[src/rtl/r2fft_pkg.sv]
package r2fft_pkg;

   // Frame geometry and number formats.
   localparam int POINTS   = 2048;
   localparam int LOG_N    = $clog2(POINTS);
   localparam int ADDR_W   = LOG_N;
   localparam int HALF_N   = POINTS / 2;
   localparam int TW_IDX_W = (LOG_N > 1) ? LOG_N - 1 : 1;
   localparam int STAGE_W  = $clog2(LOG_N + 1);
   localparam int TW_BITS  = 18;
   localparam int FRAC     = TW_BITS - 1;
   localparam int DATA_W   = 36;
   localparam int SAMPLE_W = 24;

   // Request codes.
   localparam logic [1:0] REQ_LOAD = 2'd0;
   localparam logic [1:0] REQ_RUN  = 2'd1;
   localparam logic [1:0] REQ_READ = 2'd2;

   // Result kinds.
   localparam logic KIND_DONE = 1'b0;
   localparam logic KIND_BIN  = 1'b1;

   typedef enum logic [3:0] {
      ST_IDLE,
      ST_READ_OUT,
      ST_REV,
      ST_REV_WA,
      ST_REV_WB,
      ST_BF_RD,
      ST_BF_MUL,
      ST_BF_SUM,
      ST_BF_ADD,
      ST_BF_WP,
      ST_BF_WQ,
      ST_DONE
   } ctrl_state_type;

   // Commands from the controller to the datapath.
   typedef struct packed {
      logic                rd_en;
      logic [ADDR_W-1:0]   addr_a;
      logic [ADDR_W-1:0]   addr_b;
      logic [TW_IDX_W-1:0] tw_idx;
      logic                tw_trivial;
      logic                mul_en;
      logic                sum_en;
      logic                add_en;
      logic                wr_p;
      logic                wr_q;
      logic                swap;
      logic                load_en;
      logic                out_bin;
   } fft_cmd_type;

   typedef logic [2*TW_BITS-1:0] tw_word_type;
   typedef tw_word_type tw_rom_type [HALF_N];

   // Bit reversal of a frame address.
   function automatic logic [ADDR_W-1:0] bit_rev(input logic [ADDR_W-1:0] v);
      logic [ADDR_W-1:0] r;
      for (int b = 0; b < ADDR_W; b++) begin
         r[b] = v[ADDR_W-1-b];
      end
      return r;
   endfunction

   // Q62 product of two non-negative Q62 values.
   function automatic logic [63:0] mul_q62(input logic [63:0] a, input logic [63:0] b);
      logic [127:0] pr;
      pr = {64'd0, a} * {64'd0, b};
      return pr[125:62];
   endfunction

   // Rounded Q1.FRAC magnitude of a Q62 value, capped at the largest code.
   function automatic logic [63:0] to_tw(input logic [63:0] v);
      logic [63:0] m;
      logic [63:0] top;
      m   = (v + (64'd1 << (61 - FRAC))) >> (62 - FRAC);
      top = (64'd1 << FRAC) - 64'd1;
      return (m > top) ? top : m;
   endfunction

   // Series sine and cosine table, evaluated at elaboration.
   function automatic tw_rom_type build_tw();
      tw_rom_type  rom;
      logic [63:0] r, u, x, x2, ts, tc, ss, sc, cm, sm, re, im;
      logic [1:0]  quad;
      for (int k = 0; k < HALF_N; k++) begin
         r    = (64'(k) << (32 - LOG_N)) & 64'hFFFF_FFFF;
         quad = r[31:30];
         u    = {34'd0, r[29:0]};
         if (u <= (64'd1 << 29)) begin
            x = u * 64'd6746518852;
         end else begin
            x = ((64'd1 << 30) - u) * 64'd6746518852;
         end
         x2 = mul_q62(x, x);
         ts = x;
         tc = 64'd1 << 62;
         ss = x;
         sc = 64'd1 << 62;
         for (int i = 1; i <= 12; i++) begin
            ts = mul_q62(ts, x2) / 64'((2 * i) * (2 * i + 1));
            tc = mul_q62(tc, x2) / 64'((2 * i - 1) * (2 * i));
            if (i % 2 == 1) begin
               ss = ss - ts;
               sc = sc - tc;
            end else begin
               ss = ss + ts;
               sc = sc + tc;
            end
         end
         if (u <= (64'd1 << 29)) begin
            cm = to_tw(sc);
            sm = to_tw(ss);
         end else begin
            cm = to_tw(ss);
            sm = to_tw(sc);
         end
         case (quad)
            2'd0: begin re = cm;  im = sm;  end
            2'd1: begin re = -sm; im = cm;  end
            2'd2: begin re = -cm; im = -sm; end
            default: begin re = sm; im = -cm; end
         endcase
         rom[k] = {re[TW_BITS-1:0], im[TW_BITS-1:0]};
      end
      return rom;
   endfunction

   localparam tw_rom_type TW_ROM = build_tw();

endpackage

[src/rtl/r2fft_ctrl.sv]
module r2fft_ctrl (
   input  logic                        clock,
   input  logic                        reset,
   input  logic                        start,
   input  logic [1:0]                  req_type,
   input  logic [r2fft_pkg::ADDR_W-1:0] req_index,
   output logic                        busy,
   output logic                        rsp_valid,
   output logic                        rsp_result_kind,
   output r2fft_pkg::fft_cmd_type      cmd
);
   import r2fft_pkg::*;

   ctrl_state_type      state_ff, state_in;
   logic [ADDR_W-1:0]   cnt_ff, cnt_in;
   logic [STAGE_W-1:0]  stage_ff, stage_in;
   logic [ADDR_W-1:0]   rev, bx, mask, p_addr, q_addr;
   logic [TW_IDX_W-1:0] k_idx;
   logic                swap, last_cnt, last_b, last_stage, accept;

   // Address generation for the reorder pass and the butterflies.
   always_comb begin
      rev        = bit_rev(cnt_ff);
      swap       = rev > cnt_ff;
      last_cnt   = &cnt_ff;
      last_b     = (LOG_N > 1) ? &cnt_ff[TW_IDX_W-1:0] : 1'b1;
      last_stage = stage_ff == STAGE_W'(LOG_N - 1);
      bx         = {1'b0, cnt_ff[ADDR_W-2:0]};
      mask       = ~({ADDR_W{1'b1}} << stage_ff);
      p_addr     = ((bx >> stage_ff) << (stage_ff + 1'b1)) | (bx & mask);
      q_addr     = p_addr | (ADDR_W'(1) << stage_ff);
      k_idx      = TW_IDX_W'((bx & mask) << (STAGE_W'(LOG_N - 1) - stage_ff));
      accept     = start && (state_ff == ST_IDLE);
   end

   // Next state.
   always_comb begin
      state_in = state_ff;
      case (state_ff)
         ST_IDLE: begin
            if (start) begin
               case (req_type)
                  REQ_RUN:  state_in = ST_REV;
                  REQ_READ: state_in = ST_READ_OUT;
                  default:  state_in = ST_IDLE;
               endcase
            end
         end
         ST_READ_OUT: state_in = ST_IDLE;
         ST_REV: begin
            if (swap) begin
               state_in = ST_REV_WA;
            end else if (last_cnt) begin
               state_in = ST_BF_RD;
            end
         end
         ST_REV_WA: state_in = ST_REV_WB;
         ST_REV_WB: state_in = last_cnt ? ST_BF_RD : ST_REV;
         ST_BF_RD:  state_in = ST_BF_MUL;
         ST_BF_MUL: state_in = ST_BF_SUM;
         ST_BF_SUM: state_in = ST_BF_ADD;
         ST_BF_ADD: state_in = ST_BF_WP;
         ST_BF_WP:  state_in = ST_BF_WQ;
         ST_BF_WQ:  state_in = (last_b && last_stage) ? ST_DONE : ST_BF_RD;
         ST_DONE:   state_in = ST_IDLE;
         default:   state_in = ST_IDLE;
      endcase
   end

   // Counter updates.
   always_comb begin
      cnt_in   = cnt_ff;
      stage_in = stage_ff;
      case (state_ff)
         ST_IDLE: begin
            cnt_in   = '0;
            stage_in = '0;
         end
         ST_REV: begin
            if (!swap) begin
               cnt_in = cnt_ff + 1'b1;
            end
         end
         ST_REV_WB: cnt_in = cnt_ff + 1'b1;
         ST_BF_WQ: begin
            if (last_b) begin
               cnt_in   = '0;
               stage_in = stage_ff + 1'b1;
            end else begin
               cnt_in = cnt_ff + 1'b1;
            end
         end
         default: cnt_in = cnt_ff;
      endcase
   end

   // Outputs and datapath commands.
   always_comb begin
      cmd             = '0;
      busy            = state_ff != ST_IDLE;
      rsp_valid       = 1'b0;
      rsp_result_kind = KIND_DONE;
      cmd.tw_idx      = k_idx;
      cmd.tw_trivial  = k_idx == '0;
      case (state_ff)
         ST_IDLE: begin
            cmd.rd_en   = 1'b1;
            cmd.addr_a  = req_index;
            cmd.load_en = accept && (req_type == REQ_LOAD);
         end
         ST_READ_OUT: begin
            rsp_valid       = 1'b1;
            rsp_result_kind = KIND_BIN;
            cmd.out_bin     = 1'b1;
         end
         ST_REV, ST_REV_WA, ST_REV_WB: begin
            cmd.addr_a = cnt_ff;
            cmd.addr_b = rev;
            cmd.swap   = 1'b1;
            cmd.rd_en  = state_ff == ST_REV;
            cmd.wr_p   = state_ff == ST_REV_WA;
            cmd.wr_q   = state_ff == ST_REV_WB;
         end
         ST_BF_RD, ST_BF_MUL, ST_BF_SUM, ST_BF_ADD, ST_BF_WP, ST_BF_WQ: begin
            cmd.addr_a  = p_addr;
            cmd.addr_b  = q_addr;
            cmd.rd_en   = state_ff == ST_BF_RD;
            cmd.mul_en  = state_ff == ST_BF_MUL;
            cmd.sum_en  = state_ff == ST_BF_SUM;
            cmd.add_en  = state_ff == ST_BF_ADD;
            cmd.wr_p    = state_ff == ST_BF_WP;
            cmd.wr_q    = state_ff == ST_BF_WQ;
         end
         ST_DONE: begin
            rsp_valid       = 1'b1;
            rsp_result_kind = KIND_DONE;
         end
         default: busy = 1'b1;
      endcase
   end

   // Control registers.
   always_ff @(posedge clock) begin
      if (reset) begin
         state_ff <= ST_IDLE;
         cnt_ff   <= '0;
         stage_ff <= '0;
      end else begin
         state_ff <= state_in;
         cnt_ff   <= cnt_in;
         stage_ff <= stage_in;
      end
   end

endmodule

[config.mk]
export PLATFORM = sky130hd
export DESIGN_NAME = r2fft_ctrl
export DESIGN_NICKNAME = d
export VERILOG_FILES = /design/src/rtl/r2fft_pkg.sv /design/src/rtl/r2fft_ctrl.sv
export SDC_FILE = /design/constraint.sdc
export NUM_CORES = 1
export LEC_CHECK = 0
export BUFFER_PORTS_ARGS = -buffer_cell sky130_fd_sc_hd__buf_2
export CORE_ASPECT_RATIO = 2
export CORE_MARGIN = 2
export CORE_UTILIZATION = 50
export DETAILED_ROUTE_END_ITERATION = 10
export GPL_TIMING_DRIVEN = 0
export PLACE_DENSITY = 0.79
export SETUP_SLACK_MARGIN = 0.1
export SYNTH_ARGS = -nofsm -noshare
export SYNTH_HDL_FRONTEND = slang
export SYNTH_SLANG_ARGS = --single-unit
export TNS_END_PERCENT = 50
[constraint.sdc]
create_clock -name clock -period 5.4 [get_ports clock]
set_clock_uncertainty 0.15 [all_clocks]
set_input_delay 1.08 -clock clock [delete_from_list [all_inputs] [get_ports clock]]
set_output_delay 1.08 -clock clock [all_outputs]
set_load 0.01 [all_outputs]
* After elaboration in Yosys (flattened, before gate mapping)
Cells that the tools add are included.
** Operators by class
- Add/sub/neg operators :: 3
- Order comparisons :: 1
- Equality and inequality tests :: 18
- Shift operators :: 5
- Muxes and demuxes :: 21
- Bitwise operators :: 4
- Reduce and logical (&&, ||, !) cells :: 18
** Operators by type and width (count)
- 11-bit one-hot mux with 4 select lines :: 1
- 4-bit one-hot mux with 10 select lines :: 1
- 12-bit one-hot mux with 3 select lines :: 1
- 11-bit two-way mux :: 2
- 11-bit OR :: 2
- 11-bit one-hot mux with 2 select lines :: 1
- 4-bit == test, second input constant :: 5
- 4-bit two-way mux :: 5
- 4-bit by 3-bit == test with 1-bit output, second input constant :: 4
- 12-bit OR reduction :: 1
- 11-bit by 1-bit adder with 11-bit output, second input constant :: 1
- 10-bit by 11-bit AND with 11-bit output :: 1
- 11-bit greater-than comparator :: 1
- 11-bit NOT :: 1
- 11-bit AND reduction :: 1
- 1-bit by 4-bit left shift with 11-bit output, first input constant :: 1
- 11-bit by 4-bit left shift with 10-bit output :: 1
- 11-bit by 4-bit left shift with 11-bit output :: 1
- 11-bit by 4-bit left shift with 11-bit output, first input constant :: 1
- 10-bit by 4-bit right shift with 11-bit output :: 1
- 10-bit zero test :: 1
- 10-bit AND reduction :: 1
- 4-bit by 2-bit == test with 1-bit output, second input constant :: 2
- 2-bit one-hot mux with 2 select lines :: 2
- 19 further kinds :: 31
** Word-level totals
- Bits in registers :: 19
- Input bits :: 16
- Output and inout port bits :: 45
- Word-level logic and storage cells :: 73

* Depth between registers and ports, before layout
- Depth after elaboration :: 6
- Mapped depth :: 12
- Depth with buffers taken out :: 9

* Least setup slack after synthesis
No wires, ideal clock.
- Kind :: register -> output
- Start :: reg stage_ff[0]
- End :: out cmd[8] in the netlist's numbering
- Data arrival time :: 3.026 ns
- Required time :: 4.170 ns
- Slack :: 1.144 ns
- Stages on the path, launching flop included :: 12
- Buffers on the path :: 3
- Path through :: dfxtp_1 -> buf_4 -> clkbuf_1 -> inv_1 -> buf_1 -> ha_1 -> or3b_1 -> and3_1 -> or2_2 -> a31oi_1 -> a21oi_1 -> nor4_1
** RTL lines
- start, declared :: line r2fft_ctrl.sv:16 : logic [STAGE_W-1:0] stage_ff, stage_in;
- start signal, assigned :: line r2fft_ctrl.sv:151 : stage_ff <= stage_in;
- end, declared :: line r2fft_ctrl.sv:10 : output r2fft_pkg::fft_cmd_type cmd

==> results.md <==
* Status: finished clean
* Setup Buffers After CTS at 0
* Pwr dens at 102 mW/mm²
* Finished layout cell area at 0.00393 mm²
* First-pass GRT wire length at 24800 µm
* Share of the synthesized area in the top cell type at 0.111
* Post-CTS Hold Buffers at 0
* Sequential share of the synthesized area at 0.111
* GRT overflow at 0
* Critical path class: flop to output pin
* Power, Total at 0.000402 W
* Ports at 61
* CTS clk-pin slew, worst paths at 0.06 ns
* Cell Area, Synth at 0.00344 mm²
* Syn Inst Count at 506
* Final TNS setup at 0 ns
* Tot GR Track Use at 0.427
* Num CTS Buffers at 3
* Hold Fails Final Rpt at 0
* Clk Latency, worst-skew pair at 0.26 ns
* Clock Path Buffers at 2
* Core ar. at 0.00662 mm²
* Layout cells sized above 1 at 0.176
* Setup ws final at 0.415 ns
* Placed Cells at 653
* Crit-path max FO at 18
* Die Wd at 62.7 µm
* Starting Density at 0.520
* Die area at 0.00760 mm²
* Post-layout minimum cycle time at 4.98 ns
* DRC viols at 0
* Crit-path max cell delay at 0.58 ns
* Root Buffer: clkbuf_16
* Number of global-route vias before repair at 4460
* DR WL/cell at 25.0 µm
* Routed WL at 16400 µm
* RR Startpoint: cnt_ff[2]
* Crit path launch: stage_ff[0]
* Finished Layout Cells at 655
* CTS tree: done
* Part of the cycle the worst path needs at 0.923
* Die Y at 121 µm
* Slew headroom at 0.118
* Routability Congestion at 1.09
* Achievable frequency at 201 MHz
* Worst setup path endpoint: cmd[26]
* EDFF count, synth at 0
* Syn Nets at 540
* Pre-CTS setup slack at -0.0515 ns
* Dpl hpwl at 12600 µm
* Largest cells by area after synthesis: dfxtp_1 (11%), ha_1 (6.5%), a21oi_1 (4.9%), nand2_1 (4.6%), nor2_1 (4.3%)
* Post-Syn Area per Cell at 6.80 µm²
* Worst Tran Pin Value at 1.32 ns
* Slowest cell on the critical path: a311oi_2
* Final setup vio count at 0
* Fin nets at 602
* I/O Buffers at 59
* Type of the tightest min-delay check: flop to flop
* Leak at 1.53 nW
* Crit path capture type: output pin
* Yosys reg bits at 19
* Ys Warns at 0
* Vias at 4585
* Synth cell types at 70
* Reg2Reg Depth at 9
* Rows at 42
* RSZ-0062 raised after global routing: false
* Via density at 7.00
* DP Area at 0.00385 mm²
* Number of antenna diodes at 0
* DR pass1 iterations at 6
* Ys flop type: dfxtp_1
* Area added between synthesis and finish at 14.2%
* Initial drt markers at 492
* CP Launch Type: flop
* WP data arrival at 3.75 ns
* Flop-to-flop setup slack at 1.85 ns
* Number of max-slew violations in the final report at 0
* Post-DRT Antenna Nets at 0
* Synth async-reset ratio at 0
* R2r endpoint: cnt_ff[6]
* WP data required at 4.17 ns
* Largest net degree at the start of global routing at 19
* Clk sinks at 19
* CP dominant cell by count: clkbuf_2
* Cell Chain, Critical Path: buf_4 > inv_1 > clkbuf_2 > ha_2 > clkbuf_2 > nor3_1 > a32oi_1 > o41ai_1 > a311oi_2 > o221ai_1 > a22o_1 > buf_2
* Max_cap viols at 0
* Top cell type by total area after synthesis: dfxtp_1
* H-Tree Depth at 1
* Initial antenna violation count at 0
* Worst vdd ir at 220 µV
* Fillers at 718
## worst max-delay path: cells and delay by family (launching register included)
family          cells  cell delay, ns
compound gates      5            1.35
fa+ha+maj           1            0.49
buf+inv             5            1.14
flops               1            0.37
simple gates        1            0.13
## where the power goes
group | switching (W) | leakage, nW | internal (W)
registers | 0.00000187 | 0.153 | 0.000142
clock network | 0.0000627 | 0.0409 | 0.0000998
logic | 0.0000599 | 1.34 | 0.0000357
total | 0.000124 | 1.53 | 0.000277
## metal layers
layer | up-vias | track usage | wire length [µm]
met3 | 117 | 0.100 | 1540
met2 | 323 | 0.741 | 8050
li1 | 2039 | - | -
met1 | 2106 | 0.388 | 4950
met4 | 0 | 0.442 | 1810
met5 | - | 0 | 0
## registers in the layout (all words and copies together), names as in the netlist
| register | cells |
|---|---|
| cnt_ff | 11 |
| stage_ff | 4 |
| state_ff | 4 |
## metrics by stage
| step | util | hold WS (ns) |
|---|---|---|
| 2_1_floorplan | - | 0.340 |
| 3_3_place_gp | 0.581 | 0.389 |
| 3_5_place_dp | 0.581 | 0.412 |
| 4_1_cts | 0.594 | 0.419 |
| 5_1_grt | 0.594 | 0.436 |
| 6_report | 0.594 | 0.454 |
## how the worst min path moves through the flow
stage                     slack [ns]       start          to  depth (start not counted)
after floorplan                 0.34  cnt_ff[10]  cnt_ff[10]                          2
after global placement          0.39  cnt_ff[10]  cnt_ff[10]                          2
after detailed placement        0.41  cnt_ff[10]  cnt_ff[10]                          2
after CTS                       0.42  cnt_ff[10]  cnt_ff[10]                          2
after global routing            0.44  cnt_ff[10]  cnt_ff[10]                          2
final                           0.45  cnt_ff[10]  cnt_ff[10]                          2
## cell usage in the layout, fill, tap and decap left out, types with 4 or more instances in the layout
cell type | netlist | final
a21o_1 | 4 | 4
nor2_1 | 39 | 39
a31oi_1 | 12 | 12
nor4_1 | 4 | 4
clkbuf_1 | 35 | 31
o31a_1 | 5 | 5
nand2_1 | 42 | 42
dfxtp_1 | 19 | 19
nand2b_1 | 8 | 8
a32oi_1 | 5 | 5
o22ai_1 | 7 | 7
nand3_1 | 25 | 25
inv_1 | 23 | 23
ha_1 | 18 | 17
buf_1 | 5 | 4
o21a_1 | 4 | 4
and3_1 | 4 | 4
a22oi_1 | 12 | 12
xnor2_1 | 4 | 4
nor3_1 | 20 | 20
or4_1 | 4 | 4
and2_1 | 4 | 4
nor2b_1 | 8 | 8
or3_1 | 16 | 16
mux2_2 | 9 | 9
o31ai_1 | 7 | 7
mux2i_1 | 5 | 5
a22o_1 | 5 | 5
o21ai_0 | 25 | 25
o211ai_1 | 13 | 13
buf_2 | 5 | 64
a221o_1 | 6 | 6
a211oi_1 | 7 | 7
a21oi_1 | 34 | 34
## cells by family (layout without fill, tap and decap cells)
| group | Yosys count | count (layout) | share of synthesized area |
|---|---|---|---|
| buffers and inverters | 74 | 135 | 0.0880 |
| DFF | 19 | 19 | 0.111 |
| adders and majority gates | 18 | 18 | 0.0654 |
| and+or+nand+nor | 191 | 191 | 0.281 |
| muxes | 18 | 18 | 0.0680 |
| AOI/OAI and AO/OA | 180 | 180 | 0.372 |
| xor gates and xnor gates | 6 | 6 | 0.0153 |
## area by class of cell
cell class / instances / area, µm² / area share
sequential: 19 / 380 / 0.0967
timing repair buffer: 59 / 295 / 0.0751
inverter: 25 / 93.8 / 0.0239
clock buffer: 3 / 75.1 / 0.0191
buffer: 47 / 205 / 0.0522
clock inverter: 1 / 5.00 / 0.00127
multi-input combinational: 413 / 2770 / 0.704
tap: 88 / 110 / 0.0280
## cells in the mapped netlist, types with 4 or more instances
library cell / number
nand3_1: 25
a32oi_1: 5
mux2i_1: 5
a22oi_1: 12
o22ai_1: 7
a21o_1: 4
o31a_1: 5
a221o_1: 6
and3_1: 4
nor2_1: 39
nor3_1: 20
and2_1: 4
clkbuf_1: 35
nand2_1: 42
o211ai_1: 13
nor4_1: 4
a31oi_1: 12
a21oi_1: 34
o21ai_0: 25
or4_1: 4
a211oi_1: 7
buf_2: 5
inv_1: 23
o31ai_1: 7
a22o_1: 5
or3_1: 16
ha_1: 18
mux2_2: 9
buf_1: 5
xnor2_1: 4
nor2b_1: 8
dfxtp_1: 19
o21a_1: 4
nand2b_1: 8
## timing repair
item	4_1_cts	5_1_grt
endpoints found under the setup margin	19	9
pin swaps	0	1
gates resized for setup	5	1
Note: power is estimated with default switching activity, not from simulation.
